==> src/bed_pkg.sv <==
// shared types, constants and register indexes of the button event detector
`default_nettype none

package bed_pkg;

    localparam int NUM_KEYS      = 8;
    localparam int KEY_W         = (NUM_KEYS > 1) ? $clog2(NUM_KEYS) : 1;
    localparam int QUEUE_DEPTH   = 16;
    localparam int QPTR_W        = $clog2(QUEUE_DEPTH);
    localparam int CODES_PER_KEY = 8;
    localparam int CODE_W        = 6;
    localparam int KIND_W        = 4;
    localparam int LEVELS_W      = 8;
    localparam int CFG_IDX_W     = 3;
    localparam int CFG_DATA_W    = 16;

    localparam logic [CFG_IDX_W-1:0] CFG_FILTER     = 3'd0;
    localparam logic [CFG_IDX_W-1:0] CFG_LONG_PRESS = 3'd1;
    localparam logic [CFG_IDX_W-1:0] CFG_RPT_TICKS  = 3'd2;
    localparam logic [CFG_IDX_W-1:0] CFG_COMBO      = 3'd3;
    localparam logic [CFG_IDX_W-1:0] CFG_MAX_HITS   = 3'd4;
    localparam logic [CFG_IDX_W-1:0] CFG_RPT_MASK   = 3'd5;
    localparam logic [CFG_IDX_W-1:0] CFG_QUIET      = 3'd6;

    localparam logic [KIND_W-1:0] KIND_PRESS      = 4'd0;
    localparam logic [KIND_W-1:0] KIND_RELEASE    = 4'd1;
    localparam logic [KIND_W-1:0] KIND_LONG       = 4'd2;
    localparam logic [KIND_W-1:0] KIND_REPEAT     = 4'd3;
    localparam logic [KIND_W-1:0] KIND_CLICK_BASE = 4'd3;

    localparam logic FUNC_TICK = 1'b0;
    localparam logic FUNC_READ = 1'b1;

    typedef struct packed {
        logic [7:0]  debounce;
        logic        key_down;
        logic        long_flag;
        logic [15:0] hold;
        logic [15:0] rpt;
        logic [2:0]  click;
        logic        win_run;
        logic [15:0] win_cnt;
    } key_state_t;

    typedef struct packed {
        logic [7:0]  filter;
        logic [15:0] long_press;
        logic [15:0] rpt_ticks;
        logic [15:0] combo;
        logic [2:0]  max_hits;
        logic [7:0]  rpt_mask;
        logic        quiet;
    } cfg_t;

    typedef enum logic [2:0] {
        ST_IDLE,
        ST_KREAD,
        ST_KCALC,
        ST_PUSH,
        ST_RD
    } state_t;

endpackage

`default_nettype wire

==> src/bed_if.sv <==
// handshake interfaces for the command, event and configuration channels
`default_nettype none

interface bed_cmd_if;
    logic                          valid;
    logic                          ready;
    logic                          func;
    logic [bed_pkg::LEVELS_W-1:0]  key_levels;

    modport source (output valid, output func, output key_levels, input ready);
    modport sink   (input valid, input func, input key_levels, output ready);
endinterface

interface bed_evt_if;
    logic                        valid;
    logic                        ready;
    logic                        event_valid;
    logic [bed_pkg::CODE_W-1:0]  event_code;

    modport source (output valid, output event_valid, output event_code, input ready);
    modport sink   (input valid, input event_valid, input event_code, output ready);
endinterface

interface bed_cfg_if;
    logic                            valid;
    logic                            ready;
    logic [bed_pkg::CFG_IDX_W-1:0]   index;
    logic [bed_pkg::CFG_DATA_W-1:0]  data;

    modport source (output valid, output index, output data, input ready);
    modport sink   (input valid, input index, input data, output ready);
endinterface

`default_nettype wire

==> src/button_event_detector.sv <==
// button event detector: per-key debounce, long press, repeat, multi-click, event queue
//
// A tick beat (func 0) walks the keys one after another through a per-key state memory:
// each key passes a read state (KREAD) and an update state (KCALC), plus a visit to the
// push state (PUSH) for each event it pushes. Only the one key that is pressed alone can
// push three events (press or click, long, repeat), and every other key pushes at most a
// release; the next beat is not taken until the walk over all keys is done. A read beat
// (func 1) pops one event from the queue memory into the output register, or gives a
// result with no event when the queue is empty; it waits while the previous result is still held.
// Events are dropped when the queue, which holds QUEUE_DEPTH-1 entries, is full.
// Configuration writes are always ready.
`default_nettype none

module button_event_detector (
    input  wire       clk,
    input  wire       rst_n,
    bed_cmd_if.sink   cmd,
    bed_evt_if.source evt,
    bed_cfg_if.sink   cfg
);

    localparam int NK = bed_pkg::NUM_KEYS;
    localparam int KW = bed_pkg::KEY_W;
    localparam int QW = bed_pkg::QPTR_W;
    localparam int CW = bed_pkg::CODE_W;

    bed_pkg::state_t     state_reg, state_next;
    bed_pkg::cfg_t       cfg_reg, cfg_next;
    logic [KW-1:0]       key_idx_reg, key_idx_next;
    logic [QW-1:0]       wr_pos_reg, wr_pos_next;
    logic [QW-1:0]       rd_pos_reg, rd_pos_next;
    logic [NK-1:0]       st_valid_reg, st_valid_next;
    logic [2:0]          pend_reg, pend_next;
    logic                out_valid_reg, out_valid_next;

    logic [bed_pkg::LEVELS_W-1:0] levels_reg, levels_next;
    logic [CW-1:0]       ev_code_reg [3];
    logic [CW-1:0]       ev_code_next [3];
    logic                out_ev_valid_reg, out_ev_valid_next;
    logic [CW-1:0]       out_code_reg, out_code_next;

    bed_pkg::key_state_t st_mem [NK];
    bed_pkg::key_state_t st_rd_reg;
    logic                st_we;
    bed_pkg::key_state_t st_wdata;

    logic [CW-1:0]       ev_mem [bed_pkg::QUEUE_DEPTH];
    logic [CW-1:0]       ev_rd_reg;
    logic                push_fire;
    logic [CW-1:0]       push_code;
    logic [QW-1:0]       wr_pos_inc;
    logic [QW-1:0]       rd_pos_inc;
    logic [2:0]          hit_limit;

    assign cmd.ready       = (state_reg == bed_pkg::ST_IDLE);
    assign cfg.ready       = 1'b1;
    assign evt.valid       = out_valid_reg;
    assign evt.event_valid = out_ev_valid_reg;
    assign evt.event_code  = out_code_reg;

    assign wr_pos_inc = (wr_pos_reg == QW'(bed_pkg::QUEUE_DEPTH - 1)) ? '0 : wr_pos_reg + 1'b1;
    assign rd_pos_inc = (rd_pos_reg == QW'(bed_pkg::QUEUE_DEPTH - 1)) ? '0 : rd_pos_reg + 1'b1;

    always_comb
    begin
        if (cfg_reg.max_hits < 3'd2)
        begin
            hit_limit = 3'd2;
        end
        else if (cfg_reg.max_hits > 3'd5)
        begin
            hit_limit = 3'd5;
        end
        else
        begin
            hit_limit = cfg_reg.max_hits;
        end
    end

    // configuration writes
    always_comb
    begin
        cfg_next = cfg_reg;
        if (cfg.valid)
        begin
            case (cfg.index)
                bed_pkg::CFG_FILTER:     cfg_next.filter     = cfg.data[7:0];
                bed_pkg::CFG_LONG_PRESS: cfg_next.long_press = cfg.data;
                bed_pkg::CFG_RPT_TICKS:  cfg_next.rpt_ticks  = cfg.data;
                bed_pkg::CFG_COMBO:      cfg_next.combo      = cfg.data;
                bed_pkg::CFG_MAX_HITS:   cfg_next.max_hits   = cfg.data[2:0];
                bed_pkg::CFG_RPT_MASK:   cfg_next.rpt_mask   = cfg.data[7:0];
                bed_pkg::CFG_QUIET:      cfg_next.quiet      = cfg.data[0];
                default:                 cfg_next = cfg_reg;
            endcase
        end
    end

    // sequencer and per-key update
    always_comb
    begin : seq
        bed_pkg::key_state_t       s;
        bed_pkg::key_state_t       n;
        logic                      pressed;
        logic [2:0]                pend;
        logic [bed_pkg::KIND_W-1:0] kind [3];
        logic                      advance;

        state_next        = state_reg;
        key_idx_next      = key_idx_reg;
        wr_pos_next       = wr_pos_reg;
        rd_pos_next       = rd_pos_reg;
        st_valid_next     = st_valid_reg;
        pend_next         = pend_reg;
        out_valid_next    = out_valid_reg;
        levels_next       = levels_reg;
        ev_code_next      = ev_code_reg;
        out_ev_valid_next = out_ev_valid_reg;
        out_code_next     = out_code_reg;
        st_we             = 1'b0;
        push_fire         = 1'b0;
        push_code         = '0;
        advance           = 1'b0;

        s       = st_valid_reg[key_idx_reg] ? st_rd_reg : '0;
        n       = s;
        pend    = '0;
        kind[0] = bed_pkg::KIND_PRESS;
        kind[1] = bed_pkg::KIND_LONG;
        kind[2] = bed_pkg::KIND_REPEAT;
        pressed = $onehot(levels_reg) && (int'(key_idx_reg) < bed_pkg::LEVELS_W)
                  && levels_reg[key_idx_reg];

        if (pressed)
        begin
            if (s.debounce < cfg_reg.filter)
            begin
                n.debounce = s.debounce + 8'd1;
            end
            else
            begin
                if (!s.key_down)
                begin
                    n.key_down = 1'b1;
                    if (n.win_run)
                    begin
                        n.click   = n.click + 3'd1;
                        n.win_run = 1'b0;
                        n.win_cnt = '0;
                    end
                    pend[0] = 1'b1;
                    if (n.click != 3'd0)
                    begin
                        kind[0] = bed_pkg::KIND_CLICK_BASE + {1'b0, n.click};
                        if ({1'b0, n.click} + 4'd1 == {1'b0, hit_limit})
                        begin
                            n.click = '0;
                        end
                    end
                end
                if (s.hold < cfg_reg.long_press)
                begin
                    n.hold = s.hold + 16'd1;
                end
                else if (!s.long_flag)
                begin
                    n.long_flag = 1'b1;
                    pend[1]     = 1'b1;
                end
                if (cfg_reg.rpt_mask[key_idx_reg] && n.long_flag)
                begin
                    if (s.rpt < cfg_reg.rpt_ticks)
                    begin
                        n.rpt = s.rpt + 16'd1;
                    end
                    else
                    begin
                        n.rpt   = '0;
                        pend[2] = 1'b1;
                    end
                end
            end
        end
        else
        begin
            if (s.debounce != 8'd0)
            begin
                n.debounce = s.debounce - 8'd1;
            end
            else
            begin
                if (s.key_down)
                begin
                    n.win_cnt  = '0;
                    n.win_run  = 1'b1;
                    n.key_down = 1'b0;
                    if (!(cfg_reg.quiet && s.click != 3'd0))
                    begin
                        pend[0] = 1'b1;
                        kind[0] = bed_pkg::KIND_RELEASE;
                    end
                end
                n.long_flag = 1'b0;
                n.hold      = '0;
                n.rpt       = '0;
            end
        end

        // combo window
        if (n.win_run)
        begin
            n.win_cnt = n.win_cnt + 16'd1;
            if (n.win_cnt == cfg_reg.combo)
            begin
                n.win_run = 1'b0;
                n.win_cnt = '0;
                n.click   = '0;
            end
        end

        st_wdata = n;

        // output register drains independently
        if (out_valid_reg && evt.ready)
        begin
            out_valid_next = 1'b0;
        end

        case (state_reg)
            bed_pkg::ST_IDLE:
            begin
                key_idx_next = '0;
                if (cmd.valid)
                begin
                    levels_next = cmd.key_levels;
                    state_next  = (cmd.func == bed_pkg::FUNC_READ) ? bed_pkg::ST_RD
                                                                   : bed_pkg::ST_KREAD;
                end
            end
            bed_pkg::ST_KREAD:
            begin
                state_next = bed_pkg::ST_KCALC;
            end
            bed_pkg::ST_KCALC:
            begin
                st_we                      = 1'b1;
                st_valid_next[key_idx_reg] = 1'b1;
                pend_next                  = pend;
                for (int i = 0; i < 3; i++)
                begin
                    ev_code_next[i] = CW'(int'(key_idx_reg) * bed_pkg::CODES_PER_KEY
                                          + int'(kind[i]));
                end
                if (pend != 3'b000)
                begin
                    state_next = bed_pkg::ST_PUSH;
                end
                else
                begin
                    advance = 1'b1;
                end
            end
            bed_pkg::ST_PUSH:
            begin
                if (pend_reg[0])
                begin
                    push_code    = ev_code_reg[0];
                    pend_next[0] = 1'b0;
                end
                else if (pend_reg[1])
                begin
                    push_code    = ev_code_reg[1];
                    pend_next[1] = 1'b0;
                end
                else
                begin
                    push_code    = ev_code_reg[2];
                    pend_next[2] = 1'b0;
                end
                if (wr_pos_inc != rd_pos_reg)
                begin
                    push_fire   = 1'b1;
                    wr_pos_next = wr_pos_inc;
                end
                if (pend_next == 3'b000)
                begin
                    advance = 1'b1;
                end
            end
            bed_pkg::ST_RD:
            begin
                if (!out_valid_reg || evt.ready)
                begin
                    out_valid_next = 1'b1;
                    state_next     = bed_pkg::ST_IDLE;
                    if (rd_pos_reg == wr_pos_reg)
                    begin
                        out_ev_valid_next = 1'b0;
                        out_code_next     = '0;
                    end
                    else
                    begin
                        out_ev_valid_next = 1'b1;
                        out_code_next     = ev_rd_reg;
                        rd_pos_next       = rd_pos_inc;
                    end
                end
            end
            default:
            begin
                state_next = bed_pkg::ST_IDLE;
            end
        endcase

        if (advance)
        begin
            if (key_idx_reg == KW'(NK - 1))
            begin
                state_next = bed_pkg::ST_IDLE;
            end
            else
            begin
                key_idx_next = key_idx_reg + 1'b1;
                state_next   = bed_pkg::ST_KREAD;
            end
        end
    end

    always_ff @(posedge clk or negedge rst_n)
    begin
        if (!rst_n)
        begin
            state_reg     <= bed_pkg::ST_IDLE;
            cfg_reg       <= '{filter: 8'd2, long_press: 16'd100, rpt_ticks: 16'd10,
                               combo: 16'd30, max_hits: 3'd4, rpt_mask: 8'd0, quiet: 1'b0};
            key_idx_reg   <= '0;
            wr_pos_reg    <= '0;
            rd_pos_reg    <= '0;
            st_valid_reg  <= '0;
            pend_reg      <= '0;
            out_valid_reg <= 1'b0;
        end
        else
        begin
            state_reg     <= state_next;
            cfg_reg       <= cfg_next;
            key_idx_reg   <= key_idx_next;
            wr_pos_reg    <= wr_pos_next;
            rd_pos_reg    <= rd_pos_next;
            st_valid_reg  <= st_valid_next;
            pend_reg      <= pend_next;
            out_valid_reg <= out_valid_next;
        end
    end

    always_ff @(posedge clk)
    begin
        levels_reg       <= levels_next;
        ev_code_reg      <= ev_code_next;
        out_ev_valid_reg <= out_ev_valid_next;
        out_code_reg     <= out_code_next;
    end

    // per-key state memory
    always_ff @(posedge clk)
    begin
        if (st_we)
        begin
            st_mem[key_idx_reg] <= st_wdata;
        end
        st_rd_reg <= st_mem[key_idx_reg];
    end

    // event queue memory
    always_ff @(posedge clk)
    begin
        if (push_fire)
        begin
            ev_mem[wr_pos_reg] <= push_code;
        end
        ev_rd_reg <= ev_mem[rd_pos_reg];
    end

    a_push_not_full: assert property (@(posedge clk) disable iff (!rst_n)
        push_fire |=> (wr_pos_reg != rd_pos_reg))
        else $error("queue push left write and read positions equal");

    a_result_from_read: assert property (@(posedge clk) disable iff (!rst_n)
        $rose(out_valid_reg) |-> ($past(state_reg) == bed_pkg::ST_RD))
        else $error("result raised outside a read");

    a_calc_after_read: assert property (@(posedge clk) disable iff (!rst_n)
        (state_reg == bed_pkg::ST_KCALC) |-> ($past(state_reg) == bed_pkg::ST_KREAD))
        else $error("key update without a preceding memory read");

    a_push_has_event: assert property (@(posedge clk) disable iff (!rst_n)
        (state_reg == bed_pkg::ST_PUSH) |-> (pend_reg != 3'b000))
        else $error("push cycle with no pending event");

endmodule

`default_nettype wire

==> src/flat_wrapper.sv <==
// flat-port wrapper written by rule: the top's interface ports become plain ports
module button_event_detector_flat 
  (clk, rst_n, cmd_valid, cmd_func, cmd_key_levels, cmd_ready, evt_valid, evt_event_valid, evt_event_code, evt_ready, cfg_valid, cfg_index, cfg_data, cfg_ready);
  bed_cmd_if cmd_i ();
  bed_evt_if evt_i ();
  bed_cfg_if cfg_i ();
  input  wire clk;
  input  wire rst_n;
  input wire logic [$bits(cmd_i.valid)-1:0] cmd_valid;
  input wire logic [$bits(cmd_i.func)-1:0] cmd_func;
  input wire logic [$bits(cmd_i.key_levels)-1:0] cmd_key_levels;
  output wire logic [$bits(cmd_i.ready)-1:0] cmd_ready;
  output wire logic [$bits(evt_i.valid)-1:0] evt_valid;
  output wire logic [$bits(evt_i.event_valid)-1:0] evt_event_valid;
  output wire logic [$bits(evt_i.event_code)-1:0] evt_event_code;
  input wire logic [$bits(evt_i.ready)-1:0] evt_ready;
  input wire logic [$bits(cfg_i.valid)-1:0] cfg_valid;
  input wire logic [$bits(cfg_i.index)-1:0] cfg_index;
  input wire logic [$bits(cfg_i.data)-1:0] cfg_data;
  output wire logic [$bits(cfg_i.ready)-1:0] cfg_ready;
  assign cmd_i.valid = cmd_valid;
  assign cmd_i.func = cmd_func;
  assign cmd_i.key_levels = cmd_key_levels;
  assign cmd_ready = cmd_i.ready;
  assign evt_valid = evt_i.valid;
  assign evt_event_valid = evt_i.event_valid;
  assign evt_event_code = evt_i.event_code;
  assign evt_i.ready = evt_ready;
  assign cfg_i.valid = cfg_valid;
  assign cfg_i.index = cfg_index;
  assign cfg_i.data = cfg_data;
  assign cfg_ready = cfg_i.ready;
  button_event_detector u_core (.clk(clk), .rst_n(rst_n), .cmd(cmd_i), .evt(evt_i), .cfg(cfg_i));
endmodule
==> config.mk <==
export PLATFORM = sky130hd
export DESIGN_NAME = button_event_detector_flat
export DESIGN_NICKNAME = d
export VERILOG_FILES = /design/src/bed_pkg.sv /design/src/bed_if.sv /design/src/button_event_detector.sv /design/src/flat_wrapper.sv
export SDC_FILE = /design/constraint.sdc
export NUM_CORES = 1
export LEC_CHECK = 0
export BUFFER_PORTS_ARGS = -buffer_cell sky130_fd_sc_hd__buf_2
export CORE_MARGIN = 2
export CORE_UTILIZATION = 24
export CTS_BUF_LIST = sky130_fd_sc_hd__clkbuf_16
export DETAILED_ROUTE_END_ITERATION = 7
export PLACE_DENSITY = 0.45
export SLEW_MARGIN = 20
export SYNTH_ARGS = -nofsm -noshare
export SYNTH_HDL_FRONTEND = slang
export SYNTH_SLANG_ARGS = --single-unit
==> constraint.sdc <==
create_clock -name clk -period 16 [get_ports clk]
set_clock_uncertainty 0.05 [all_clocks]
set_input_delay 2.4 -clock clk [delete_from_list [all_inputs] [get_ports clk]]
set_output_delay 2.4 -clock clk [all_outputs]
set_load 0.01 [all_outputs]
==> results of run 1 <==
-- logic make-up (layout without fill, tap and decap cells) --
kind of cell / after synthesis / in the layout / share of synthesized area (%)
other: 1 / 1 / 0.01172
xor gates and xnor gates: 46 / 46 / 1.259
AOI/OAI and AO/OA: 553 / 553 / 12.21
DFF: 778 / 778 / 69.45
muxes: 96 / 96 / 3.718
and+or+nand+nor: 504 / 504 / 8.121
buffers and inverters: 201 / 330 / 2.495
adders and majority gates: 68 / 68 / 2.737
-- cells in the final DEF, fill, tap and decap left out, types with 16 or more instances in the layout --
cell / n
o21ai_0: 84
a211oi_1: 21
xnor2_1: 30
a21oi_1: 59
inv_1: 109
mux2i_1: 39
dfxtp_1: 68
nand2_1: 142
a22oi_1: 260
clkbuf_16: 82
buf_2: 40
dfrtp_1: 82
nand3_1: 44
and2_1: 37
buf_4: 49
nor3_1: 27
edfxtp_1: 616
mux2_2: 43
nor2_1: 67
nand2b_1: 18
xor2_1: 16
nand4_1: 71
ha_1: 62
-- cell type report --
| class | count | share of cell area, % |
|---|---|---|
| sequential | 778 | 59.99 |
| multi-input combinational | 1268 | 24.56 |
| tap | 1755 | 5.927 |
| clock buffer | 82 | 5.538 |
| clock inverter | 71 | 1.520 |
| timing repair buffer | 90 | 1.587 |
| inverter | 87 | 0.8814 |
-- how the worst min path moves through the flow --
stage                                       startpoint                                 end  slack [ps]
finish                  u_core.st_mem[0][10]$_DFFE_PP_        u_core.st_rd_reg[10]$_DFF_P_         400
global route            u_core.st_mem[3][50]$_DFFE_PP_        u_core.st_rd_reg[50]$_DFF_P_         440
CTS                     u_core.st_mem[0][10]$_DFFE_PP_        u_core.st_rd_reg[10]$_DFF_P_         400
detailed placement  u_core.st_valid_reg[0]$_DFFE_PN0P_  u_core.st_valid_reg[0]$_DFFE_PN0P_         410
global placement    u_core.st_valid_reg[0]$_DFFE_PN0P_  u_core.st_valid_reg[0]$_DFFE_PN0P_         410
floorplan           u_core.st_valid_reg[6]$_DFFE_PN0P_  u_core.st_valid_reg[6]$_DFFE_PN0P_         390
-- metrics by stage --
step	instance area (µm²)	std cells	hold slack [ps]	util [%]	power, W
detailed placement	34420	3978	406.4	26.08	0.005912
CTS	37030	4131	402.5	28.06	0.007771
global route	37050	4131	442.0	28.08	0.008145
floorplan	32000	2247	390.0	-	0.004881
global placement	34400	3977	407.4	26.07	0.005846
finish	37050	4131	404.3	28.08	0.007722
-- metal layers --
| layer | global-route usage (%) | share of wire [%] |
|---|---|---|
| met1 | 18.69 | 46 |
| met2 | 21.51 | 46 |
| met3 | 2.243 | 6.0 |
| met4 | 4.097 | 2.5 |
| met5 | 0 | 0 |
-- report_power, final --
group	internal [W]	total (W)	switching, W	leakage [nW]
Sequential	0.00299	0.00321	0.000219	7.35
Combinational	0.000794	0.00267	0.00188	3.81
Clock	0.00104	0.00184	0.000799	1.36
-- worst max-delay path: cells and delay by family (launching register included) --
kind | cells | cell delay (ps)
compound gates | 7 | 2350
fa+ha+maj | 6 | 2180
simple gates | 6 | 1650
buf+inv | 4 | 690
flops | 1 | 420
xor+xnor | 1 | 190
==> run_results.csv, run 1 <==
group,metric,value,unit
placement,hpwlAfterDp,55.64,mm
timing,fin_ws,8122,ps
floorplanning,initial_core_util,24.25,%
timing,final_max_slew_viol_count,0,
floorplanning,rows,133,
synth,syn_area,32000,µm²
synth,synth_ff_type,"edfxtp_1",
drt,vias,20034,
setup_path,required,16240,ps
clocking,hold_buffers,0,
setup_path,endpoint,"u_core.st_mem[1][6]$_DFFE_PP_",
placement,port_buffers,41,
global_route,grt_pass1_vias,20270,
clocking,post_cts_buffers,0,
placement,globalplace.congestion,0.8910,
synth,yosysWarnings,0,
timing,relSlewSlack,27.91,%
global_route,grt_pass1_wl,136.3,mm
setup_path,rrSetupSlack,8120,ps
synth,ys_seq_area_share,69.45,%
power_and_ir_drop,ir_drop,0.0001049,V
setup_path,path_max_fanout,20,
synth,synthesis.nets,2346,
finish,largest_reg_flops,496,
floorplanning,ios,43,
synth,synth_edf_count,616,
drt,wl_per_cell,22.66,µm
setup_path,slowest_delay,600,ps
finish,drive_gt1_share,13.89,%
floorplanning,core_area,132000,µm²
drt,ant_nets,0,
clocking,cts_max_level,3,
hold_path,hold_path_depth,2,
clocking,cts_resized,0,
timing,tns,0,ps
floorplanning,die_h,369.2,µm
setup_path,cp.arrival,8120,ps
finish,fill_cells,13269,
setup_path,worstReg2RegEnd,"u_core.st_mem[1][6]$_DFFE_PP_",
drt,vias_per_cell,4.850,
clocking,clk_pin_slew,60,ps
flow_run,maxCapViolCount,0,
setup_path,path_cells,"ha_1 > inv_1 > fa_1 > fa_1 > inv_1 > ha_1 > fa_1 > nor4b_1 > o2111a_1 > o21ai_1 > a21oi_1 > buf_4 > and2_1 > ha_1 > and3_1 > nand3_1 > xor2_1 > a221oi_1 > nand2_1 > a2111oi_0 > o2111ai_1 > nor4_2 > buf_4 > a211oi_1",
finish,fin_nets,2406,
clocking,cts_buffers,82,
synth,synthTopCellsByCount,"edfxtp_1 (616), a22oi_1 (260), nand2_1 (143)",
synth,async_flop_share,12.08,%
timing,final_hold_viol_count,0,
power_and_ir_drop,p_leak,12.51,nW
synth,syn_avg_cell_area,14.24,µm²
synth,syn_inst,2247,
global_route,antenna_found_initial,2,
timing,worst_pin_slew,1070,ps
synth,synth.most_common_cell,"edfxtp_1",
setup_path,startpoint,"u_core.levels_reg[4]$_DFFE_PP_",
floorplanning,die-area,136300,µm²
synth,ys_seq_elements,778,
global_route,grt_max_degree,56,
finish,multiInputGateArea,9097,µm²
setup_path,reg2reg_depth,24,
timing,rsz0062_at_grt,"no",
timing,fmax,126.9,MHz
setup_path,critical_path.startpoint_type,"flop",
clocking,clk_path_buf_depth,3,
setup_path,critPathKind,"flop to flop",
global_route,grt_use_total,13.48,%
synth,synth.largest_area_cell,"edfxtp_1",
synth,synth_top_cells_by_area,"edfxtp_1 (58%), dfrtp_1 (6.5%), a22oi_1 (6.1%), dfxtp_1 (4.3%), ha_1 (2.4%)",
clocking,cts_tree,"yes",
clocking,root_buffer,"clkbuf_16",
setup_path,worstReg2RegStart,"u_core.levels_reg[4]$_DFFE_PP_",
clocking,clk_latency,660,ps
synth,ys_types,83,
drt,drtPass1Iterations,7,
setup_path,cp_slowest_cell,"nor4b_1",
placement,pre_cts_slack,8302,ps
drt,drt-initial-drc-count,1833,
power_and_ir_drop,power.density,208.4,nW/µm²
finish,antennaDiodeCount,0,
clocking,cts_sinks,778,
setup_path,critPathCaptureType,"flop",
hold_path,min-delay-path-class,"flop to flop",
timing,finalCriticalPeriod,7878,ps
timing,min_period_over_period,49.24,%
finish,layout.area.seq,22230,µm²
global_route,overflow,0,
synth,synth_top_area_share,57.80,%
drt,drc,0,
floorplanning,dieWidth,369.2,µm
drt,drt_wl_total,93.63,mm
timing,setup_viol,0,
finish,syn_to_final_growth,15.78,%
status,status,"finished, final reports clean",
(Power assumes the default switching activity.)
==> run 2: changes to the inputs <==
clock period = 8 ns   (was 16 ns; I/O delays follow)
==> run_results.csv, run 2 (synthesized netlist as in run 1, its figures left out) <==
group,metric,value,unit
clocking,clk_pin_slew,60,ps
clocking,post_cts_buffers,0,
floorplanning,ios,43,
floorplanning,die-area,136300,µm²
setup_path,path_max_fanout,20,
finish,drive_gt1_share,13.82,%
timing,worst_pin_slew,1104,ps
placement,hpwlAfterDp,55.19,mm
setup_path,cp_num_buf_inv,4,
finish,fin_nets,2410,
timing,fin_worst_hold_slack,414.3,ps
finish,layout.cells.most_common,"edfxtp_1",
drt,vias_per_cell,4.807,
setup_path,path_cells,"ha_1 > inv_1 > fa_1 > fa_1 > inv_1 > ha_1 > fa_1 > nor4b_1 > o2111a_1 > o21ai_1 > a21oi_1 > buf_4 > and2_1 > ha_1 > and3_1 > nand3_1 > xor2_1 > a221oi_1 > nand2_1 > a2111oi_0 > o2111ai_1 > nor4_2 > buf_4 > a211oi_1",
finish,syn_to_final_growth,15.94,%
finish,final_cell_mix,"edfxtp_1 (616), a22oi_1 (260), nand2_1 (142)",
clocking,cts_tree,"yes",
setup_path,critPathKind,"flop to flop",
global_route,overflow,0,
drt,drtPass1Iterations,8,
floorplanning,dieWidth,369.2,µm
global_route,grt_use_total,13.46,%
timing,finalCriticalPeriod,7322,ps
floorplanning,die_h,369.2,µm
setup_path,slowest_delay,520,ps
timing,final_max_slew_viol_count,0,
power_and_ir_drop,ir_drop,0.0001963,V
finish,utilization,28.12,%
setup_path,crit_family,"adder cells",
setup_path,critical_path.startpoint_type,"flop",
global_route,grt_pass1_vias,20043,
power_and_ir_drop,totalPowerFinal,0.01546,W
hold_path,min-delay-path-class,"flop to flop",
timing,tns,0,ps
timing,min_period_over_period,91.53,%
global_route,grt_max_degree,64,
finish,largest_reg_flops,496,
setup_path,critPathCaptureType,"flop",
floorplanning,core_area,132000,µm²
drt,drt-initial-drc-count,1739,
placement,port_buffers,41,
timing,rsz0062_at_grt,"no",
clocking,root_buffer,"clkbuf_16",
timing,fmax,136.6,MHz
clocking,clk_path_buf_depth,3,
global_route,grt_pass1_wl,136.1,mm
drt,vias,19887,
power_and_ir_drop,p_leak,12.54,nW
power_and_ir_drop,power.density,416.7,nW/µm²
timing,setup_viol,0,
clocking,cts_max_level,3,
drt,ant_nets,0,
clocking,hold_buffers,0,
clocking,cts_buffers,83,
clocking,cts_resized,0,
placement,globalplace.congestion,0.8689,
setup_path,cp_slowest_cell,"fa_1",
status,status,"finished, final reports clean",
clocking,cts_sinks,778,
global_route,antenna_found_initial,1,
clocking,clk_latency,650,ps
setup_path,cp.arrival,7550,ps
timing,relSlewSlack,26.21,%
drt,wl_per_cell,22.57,µm
finish,final_cell_area,37100,µm²
drt,drc,0,
setup_path,required,8220,ps
floorplanning,initial_core_util,24.25,%
drt,drt_wl_total,93.36,mm
floorplanning,rows,133,
flow_run,maxCapViolCount,0,
placement,placed_area,34420,µm²
timing,final_hold_viol_count,0,
-- run 2: path summary, 6_finish.rpt --
check                                                         to                           start  cells past startpoint  slack (ps)
worst max register to register    u_core.st_mem[4][15]$_DFFE_PP_  u_core.levels_reg[5]$_DFFE_PP_                     24         680
min in group asynchronous       u_core.rd_pos_reg[3]$_DFFE_PN0P_                           rst_n                      1         450
worst min register to register      u_core.st_rd_reg[13]$_DFF_P_  u_core.st_mem[6][13]$_DFFE_PP_                      2         410
worst min-delay path                u_core.st_rd_reg[13]$_DFF_P_  u_core.st_mem[6][13]$_DFFE_PP_                      2         410
max in group asynchronous         u_core.cfg_reg[23]$_DFFE_PN0P_                           rst_n                      2        6090
worst max-delay path              u_core.st_mem[4][15]$_DFFE_PP_  u_core.levels_reg[5]$_DFFE_PP_                     24         680
-- run 2: routing by layer --
layer  vias up  share of wire [%]  track usage, %
met2       654                 46           21.22
met5         -                  0               0
li1       8924                  -               -
met3       158                5.8           2.362
met4         0                3.1           4.443
met1     10151                 45           18.68
-- run 2: through the flow --
step / setup slack (ps) / instances
after floorplan: 1464 / 2247
after global placement: 915.9 / 3980
after detailed placement: 823.4 / 3980
after CTS: 778.6 / 4135
after global routing: 266.5 / 4136
final: 677.5 / 4137
-- run 2: cell type report --
class	instances	area (µm²)
Fill cell	13265	94860
Inverter	87	326.6
Clock buffer	84	2102
Multi-Input combinational cell	1268	9092
Tap cell	1755	2196
Sequential cell	778	22230
Clock inverter	71	545.5
Timing Repair Buffer	93	610.6
Antenna cell	1	2.502
-- run 2: power breakdown --
group	switching, W	internal [W]	total (W)
clock	0.00160	0.00211	0.00371
sequential	0.000413	0.00599	0.00640
combinational	0.00375	0.00160	0.00535
total	0.00576	0.00970	0.0155
-- run 2: worst min-delay path, stage by stage (launching register included) --
cell and delay [ps]:
edfxtp_1 320, a22oi_1 60, nand4_1 70
==> run 3: changes to the inputs <==
ABC_CLOCK_PERIOD_IN_PS = 8000   (was not set)
CORE_ASPECT_RATIO = 2   (was not set)
RECOVER_POWER = 100   (was not set)
==> run_results.csv, run 3 (synthesized netlist as in run 1, its figures left out) <==
group,metric,value,unit
power_and_ir_drop,p_leak,12.19,nW
global_route,overflow,0,
finish,final_cell_mix,"edfxtp_1 (616), a22oi_1 (260), nand2_1 (143)",
setup_path,worstReg2RegStart,"u_core.key_idx_reg[2]$_DFF_PN0_",
finish,layout.area.seq,22230,µm²
clocking,root_buffer,"clkbuf_16",
clocking,post_cts_buffers,0,
drt,drtPass1Iterations,5,
setup_path,slowest_delay,2040,ps
clocking,hold_buffers,0,
flow_run,maxCapViolCount,23,
clocking,clk_pin_slew,70,ps
floorplanning,die_h,520.4,µm
global_route,antenna_found_initial,4,
finish,utilization,27.65,%
clocking,clk_path_buf_depth,3,
finish,layout.cells.most_common,"edfxtp_1",
timing,fmax,133.3,MHz
power_and_ir_drop,power.density,424.0,nW/µm²
setup_path,path_cells,"inv_1 > nor3_2 > clkbuf_1 > and2_0 > clkbuf_2",
clocking,cts_resized,0,
global_route,grt_pass1_wl,144.8,mm
floorplanning,dieWidth,262.2,µm
timing,setup_viol,0,
setup_path,critPathCaptureType,"flop",
clocking,cts_tree,"yes",
placement,port_buffers,41,
timing,min_period_over_period,93.75,%
finish,fin_nets,2399,
placement,globalplace.congestion,0.9016,
power_and_ir_drop,ir_drop,0.0001880,V
timing,final_hold_viol_count,0,
timing,tns,0,ps
floorplanning,die-area,136400,µm²
hold_path,hold_path_startpoint,"u_core.st_mem[4][43]$_DFFE_PP_",
setup_path,startpoint,"u_core.key_idx_reg[2]$_DFF_PN0_",
finish,fill_cells,13463,
drt,drc,0,
status,status,"finished, violations left",
finish,drive_gt1_share,11.25,%
setup_path,critPathKind,"flop to flop",
drt,vias,19935,
finish,multiInputGateArea,9009,µm²
finish,syn_to_final_growth,14.44,%
timing,worst_pin_slew,4278,ps
global_route,grt_pass1_vias,20720,
global_route,grt_max_degree,60,
clocking,cts_max_level,3,
drt,wl_per_cell,24.69,µm
clocking,clk_latency,650,ps
timing,finalCriticalPeriod,7500,ps
global_route,grt_use_total,14.46,%
floorplanning,ios,43,
drt,ant_nets,0,
drt,vias_per_cell,4.891,
setup_path,cp.arrival,7680,ps
drt,drt-initial-drc-count,1441,
clocking,cts_buffers,69,
finish,largest_reg_flops,496,
setup_path,required,8180,ps
clocking,cts_sinks,778,
status,violations,"capacitance limit, slew limit",
drt,drt_wl_total,100.6,mm
floorplanning,initial_core_util,24.16,%
setup_path,cp_slowest_cell,"and2_0",
timing,rsz0062_at_grt,"no",
floorplanning,rows,189,
setup_path,path_max_fanout,40,
timing,final_max_slew_viol_count,778,
timing,relSlewSlack,-185.2,%
floorplanning,core_area,132400,µm²
setup_path,reg2reg_depth,5,
hold_path,min-delay-path-class,"flop to flop",
placement,hpwlAfterDp,62.06,mm
hold_path,hold_path_depth,2,
setup_path,critical_path.startpoint_type,"flop",
==> run 3: through the flow <==
stage	cells	cell area [µm²]	setup WS, ps	hold WS, ps	total power [W]
after floorplan	2247	32000	1464	390.0	0.009763
after global placement	3948	34400	753.7	406.4	0.01194
after detailed placement	3948	34420	756.6	408.1	0.01207
after CTS	4074	36820	653.7	428.9	0.01567
after global routing	4075	36620	119.3	451.6	0.01630
final	4076	36620	499.9	420.5	0.01553
==> run 3: worst max-delay path, delay by kind of cell, from the launching register on <==
| family | cells | cell delay (ps) |
|---|---|---|
| buf+inv | 3 | 3710 |
| simple gates | 2 | 2220 |
| flops | 1 | 940 |
==> run 3: final timing paths <==
check	slack, ps	endpoint
worst max-delay path	500	u_core.st_mem[4][0]$_DFFE_PP_
worst min-delay path	420	u_core.st_rd_reg[43]$_DFF_P_
worst max register to register	500	u_core.st_mem[4][0]$_DFFE_PP_
worst min register to register	420	u_core.st_rd_reg[43]$_DFF_P_
max in group asynchronous	2530	u_core.cfg_reg[53]$_DFFE_PN0P_
min in group asynchronous	1170	u_core.cfg_reg[3]$_DFFE_PN0P_
==> run 3: report_power, final <==
group	total, W	leakage (nW)	switching, W	internal (W)
combinational	0.00549	3.64	0.00391	0.00158
sequential	0.00647	7.35	0.000464	0.00601
clock	0.00356	1.20	0.00154	0.00202
total	0.0155	12.2	0.00591	0.00962
==> run 3: layout make-up <==
class,instances,area share (%)
Antenna cell,2,0.01367
Clock buffer,71,4.852
Clock inverter,55,1.691
Inverter,87,0.8918
Multi-Input combinational cell,1268,24.60
Sequential cell,778,60.69
Tap cell,1719,5.873
Timing Repair Buffer,96,1.384
==> run 3: metal layers <==
| layer | vias to the layer above | wire length [µm] | GRT usage (%) | share of wire, % |
|---|---|---|---|---|
| met5 | - | 22 | 0 | 0.022 |
| met4 | 4 | 4835 | 6.849 | 4.8 |
| met3 | 186 | 3968 | 2.028 | 3.9 |
| met2 | 600 | 55730 | 28.29 | 55 |
| met1 | 10295 | 36070 | 14.90 | 36 |
| li1 | 8850 | - | - | - |
